**config.mk**
```make
export PLATFORM = sky130hd
export DESIGN_NAME = cht_slot_mod
export DESIGN_NICKNAME = d
export VERILOG_FILES = /design/src/rtl/cht_slot_mod.sv
export SDC_FILE = /design/constraint.sdc
export NUM_CORES = 1
export LEC_CHECK = 0
export BUFFER_PORTS_ARGS = -buffer_cell sky130_fd_sc_hd__buf_4
export CAP_MARGIN = 20
export CORE_MARGIN = 5
export CORE_UTILIZATION = 34
export CTS_CLUSTER_DIAMETER = 100
export DETAILED_ROUTE_END_ITERATION = 6
export PLACE_DENSITY = 0.66
export SLEW_MARGIN = 20
export SYNTH_ARGS = -nofsm -noshare
export SYNTH_HDL_FRONTEND = slang
export SYNTH_SLANG_ARGS = --single-unit
```
**constraint.sdc**
```tcl
create_clock -name clk -period 2.8 [get_ports clk]
set_clock_uncertainty 0.15 [all_clocks]
set_input_delay 0.56 -clock clk [delete_from_list [all_inputs] [get_ports clk]]
set_output_delay 0.56 -clock clk [all_outputs]
set_load 0.005 [all_outputs]
```
**src/rtl/cht_slot_mod.sv**
```systemverilog
`timescale 1ns / 1ps

// 64-bit word mod TABLE_SIZE. Power of two: mask.
// Otherwise Horner over four 16-bit digits, each digit reduced with a
// Barrett step (multiply, multiply, subtract/correct).
module cht_slot_mod #(
	parameter int TABLE_SIZE = 8192
) (
	input  logic                          clk,
	input  logic                          arst_n,
	input  logic                          start,
	input  logic [63:0]                   x,
	output logic                          done,
	output logic [$clog2(TABLE_SIZE)-1:0] slot
);

	localparam int          SW      = $clog2(TABLE_SIZE);
	localparam bit          IS_POW2 = ((TABLE_SIZE & (TABLE_SIZE - 1)) == 0);
	localparam logic [31:0] MU      = 32'(64'h1_0000_0000 / TABLE_SIZE);
	localparam logic [31:0] MOD     = 32'(TABLE_SIZE);

	logic        active_q;
	logic        done_q;
	logic [1:0]  phase_q;
	logic [1:0]  chunk_q;
	logic [63:0] x_q;
	logic [15:0] rem_q;
	logic [31:0] y_s1;
	logic [31:0] q_s1;
	logic [31:0] qm_s2;

	logic [31:0] y;
	logic [63:0] prod;
	logic [31:0] diff;
	logic [31:0] diff_c;

	assign y      = {rem_q, x_q[{chunk_q, 4'd0} +: 16]};
	assign prod   = 64'(y) * 64'(MU);
	assign diff   = y_s1 - qm_s2;
	assign diff_c = (diff >= MOD) ? (diff - MOD) : diff;

	always_ff @(posedge clk or negedge arst_n) begin
		if (!arst_n) begin
			active_q <= 1'b0;
			done_q   <= 1'b0;
			phase_q  <= 2'd0;
			chunk_q  <= 2'd0;
		end else begin
			if (start) begin
				active_q <= !IS_POW2;
				done_q   <= IS_POW2;
				phase_q  <= 2'd0;
				chunk_q  <= 2'd3;
			end else begin
				// last phase of the last digit
				done_q <= active_q && (phase_q == 2'd2) && (chunk_q == 2'd0);
				if (active_q) begin
					if (phase_q == 2'd2) begin
						phase_q <= 2'd0;
						if (chunk_q == 2'd0) begin
							active_q <= 1'b0;
						end else begin
							chunk_q <= chunk_q - 2'd1;
						end
					end else begin
						phase_q <= phase_q + 2'd1;
					end
				end
			end
		end
	end

	always_ff @(posedge clk) begin
		if (start) begin
			x_q   <= x;
			rem_q <= IS_POW2 ? 16'(x[SW-1:0]) : 16'd0;
		end else if (active_q) begin
			unique case (phase_q)
				2'd0: begin
					y_s1 <= y;
					q_s1 <= prod[63:32];
				end
				2'd1: qm_s2 <= q_s1 * MOD;
				default: rem_q <= diff_c[15:0];
			endcase
		end
	end

	assign done = done_q;
	assign slot = rem_q[SW-1:0];

endmodule

```
==> metrics.cfg <==
[outcome]
status = finished clean

[setup_path]
rr_startpoint = chunk_q[0]$_DFFE_PN0P_
crit_end = rem_q[3]$_DFFE_PP_
r2r_cells = 5
critPathArrivalTime_ns = 1.59
ff2ff_setup_slack_ns = 1.17
critPathRequiredTime_ns = 2.75
r2r-end = chunk_q[0]$_DFFE_PN0P_
critPathCaptureType = register
cp_max_fo = 44
path_class = input port to register
worstSetupStartpointType = input port
worstSetupStartpoint = start

[yosys]
ys.flop_type = edfxtp_1
synthSimpleGateAreaFrac_pct = 2.43
yosysWarnings = 0
synth_edf_count = 78
synthCells = 150
synth_top_family_by_area = multiplexers
synthXorXnorAreaFrac_pct = 0
postSynthAreaPerCell_sq_um = 21.7
yosys_register_bits = 84
synth.distinct_cells = 22
synth_mux_area_share_pct = 14.8
synth-adder-area-share_pct = 0.385
syn_area_sq_um = 3250
yosysSeqAreaShare_pct = 76.7
synth_compound_area_share_pct = 0.963
async_flop_share_pct = 7.14
syn_nets = 218

[routing]
vias = 1502
route.detailed.drc = 0
wl_met2_um = 2840
wl_per_cell_um = 15.4
top_layer = met4
drtPass1Iterations = 4
wl_met3_um = 314
drt_iter0_drc = 32
ant_nets = 0
vias_per_cell = 4.30
met1Wirelength_um = 2120
wl_um = 5360

[die]
die_width_um = 108
rows = 35
coreArea_sq_um = 9280
die_h_um = 108
start_util_pct = 35.0
io_pins = 81
dieArea_sq_um = 11600

[power]
p_leak_nw = 1.52
p_per_area_nw_per_um2 = 602
p_switching_mw = 0.469
comb_power_share_pct = 6.0
switching_share_pct = 19.4
ir_worst_vdd_mv = 0.263
internal_power_mw = 1.95
finalPower_mw = 2.42
power_frac_seq_pct = 60.7
pwr-share-clk_pct = 33.3

[hold_path]
hold_class = input port to register

[finish]
diodes = 0
layout-drive-gt1-share_pct = 49.5
area_growth_pct = 23.6
nets = 284
finalNonFillerCells = 349

[global_route]
grt_pass1_vias = 1621
grt.total_usage_pct = 10.0
grt-ovfl-total = 0
antenna_found_initial = 0
grt_pass1_wl_um = 8400
grt_max_degree = 45

[timing]
period_needed_ns = 1.64
fin_setup_tns_ns = 0
worst_pin_slew_ns = 0.614
period_share_pct = 58.5
fmax_mhz = 611
whs_ns = 0.235
rsz0062_at_grt = false
max-slew-margin-rel_pct = 59.1
hold_viol = 0
maxSlewViolCount = 0
setup_viol = 0

[run]
drv_cap = 0

[clock_network]
cts_num_sinks = 84
clockRootBuffer = clkbuf_8
clk_latency_ns = 0.34
cts_made_buffers = 9
cts-htree-levels = 3
cts_tree = done
clkSlewWorstSetupHoldPaths_ns = 0.08
cts.repair.resized = 0
clockBufferDepth = 2

[placement]
port_buffers = 68
gp_congestion = 0.658
placed_cells_incl_taps = 333

==> sequential cells by signal, indices dropped and copies added, names as in the netlist <==
name	cells
y_s1	13
x_q	52
phase_q	2
rem_q	13
done	1
active_q	1
chunk_q	2
==> repair_timing <==
action                                 4_1_cts  5_1_grt
hold buffers                                 1        0
buffers inserted                             0        0
endpoints found under the hold margin        6        0
==> layer usage <==
layer | GRT usage, % | vias up
li1 | - | 715
met1 | 11.8 | 735
met2 | 16.2 | 43
met3 | 3.90 | 9
met4 | 4.60 | 0
met5 | 0 | -
==> stage by stage <==
| stage | setup WS (ns) | area [sq um] | util, % |
|---|---|---|---|
| 2_1_floorplan | 0.428 | 3250 | - |
| 3_3_place_gp | 0.778 | 3820 | 41.2 |
| 3_5_place_dp | 0.778 | 3820 | 41.2 |
| 4_1_cts | 1.14 | 4020 | 43.2 |
| 5_1_grt | 1.05 | 4020 | 43.2 |
| 6_report | 1.16 | 4020 | 43.2 |
==> worst max-delay path, cell delays in order <==
cell and delay (ns):
buf_4 0.33, buf_12 0.29, mux2_2 0.36
==> how the worst min path moves through the flow <==
stage	start	end	slack, ns	cells after the start
floorplan	arst_n	active_q$_DFF_PN0_	0.11	0
global placement	arst_n	phase_q[0]$_DFFE_PN0P_	0.22	1
detailed placement	arst_n	phase_q[0]$_DFFE_PN0P_	0.23	1
CTS	x[49]	x_q[49]$_DFFE_PP_	0.21	1
global route	x[49]	x_q[49]$_DFFE_PP_	0.20	1
finish	x[17]	x_q[17]$_DFFE_PP_	0.23	1
==> final cells by class <==
type                    instances  area, sq um
fillers                       834         5270
multi-input cells              46          609
inverters                       2         7.51
clock buffers                  10          128
clock inverters                 5         53.8
flip-flops and latches         84         2490
repair buffers                 73          563
well taps                     129          161
==> cells by family (layout without fill, tap and decap cells) <==
kind of cell,count (synthesis),count (layout)
buf+inv,20,90
compound gates,5,5
fa+ha+maj,1,1
mux,28,28
simple gates,12,12
flops,84,84
==> power groups by stage <==
stage	clock, mW	combinational [mW]	sequential (mW)
after floorplan	0	0.0569	1.49
after global placement	0	0.144	1.49
after detailed placement	0	0.146	1.50
after CTS	0.845	0.147	1.47
after global routing	0.901	0.157	1.47
final	0.806	0.144	1.47
==> placed cells by master, fill, tap and decap left out <==
| master | Yosys | final |
|---|---|---|
| dlygate4sd3_1 | 0 | 1 |
| nand2b_1 | 3 | 3 |
| mux2_2 | 13 | 13 |
| nand3b_1 | 1 | 1 |
| a21oi_1 | 3 | 3 |
| mux4_2 | 7 | 7 |
| nor3_2 | 0 | 1 |
| inv_1 | 2 | 2 |
| clkinvlp_4 | 0 | 2 |
| nor2_1 | 2 | 2 |
| and4bb_2 | 1 | 1 |
| clkbuf_8 | 0 | 9 |
| bufinv_16 | 0 | 1 |
| a21o_1 | 1 | 1 |
| buf_4 | 13 | 71 |
| a31o_2 | 1 | 1 |
| or3b_2 | 1 | 1 |
| buf_12 | 1 | 1 |
| mux2i_1 | 2 | 2 |
| dfrtp_1 | 6 | 6 |
| clkbuf_1 | 0 | 1 |
| ha_1 | 1 | 1 |
| mux4_1 | 6 | 6 |
| nor2b_1 | 3 | 3 |
| edfxtp_1 | 78 | 78 |
| clkinv_1 | 0 | 1 |
| clkinv_2 | 0 | 1 |
==> synthesized netlist by cell type, types with 3 or more instances <==
cell      instances  area share (%)
nor2b_1           3            0.58
mux4_2            7             4.9
buf_4            13             3.0
dfrtp_1           6             4.6
mux2_2           13             4.5
mux4_1            6             4.9
buf_2             3            0.46
a21oi_1           3            0.46
edfxtp_1         78              72
nand2b_1          3            0.58
(Power assumes the default switching activity.)
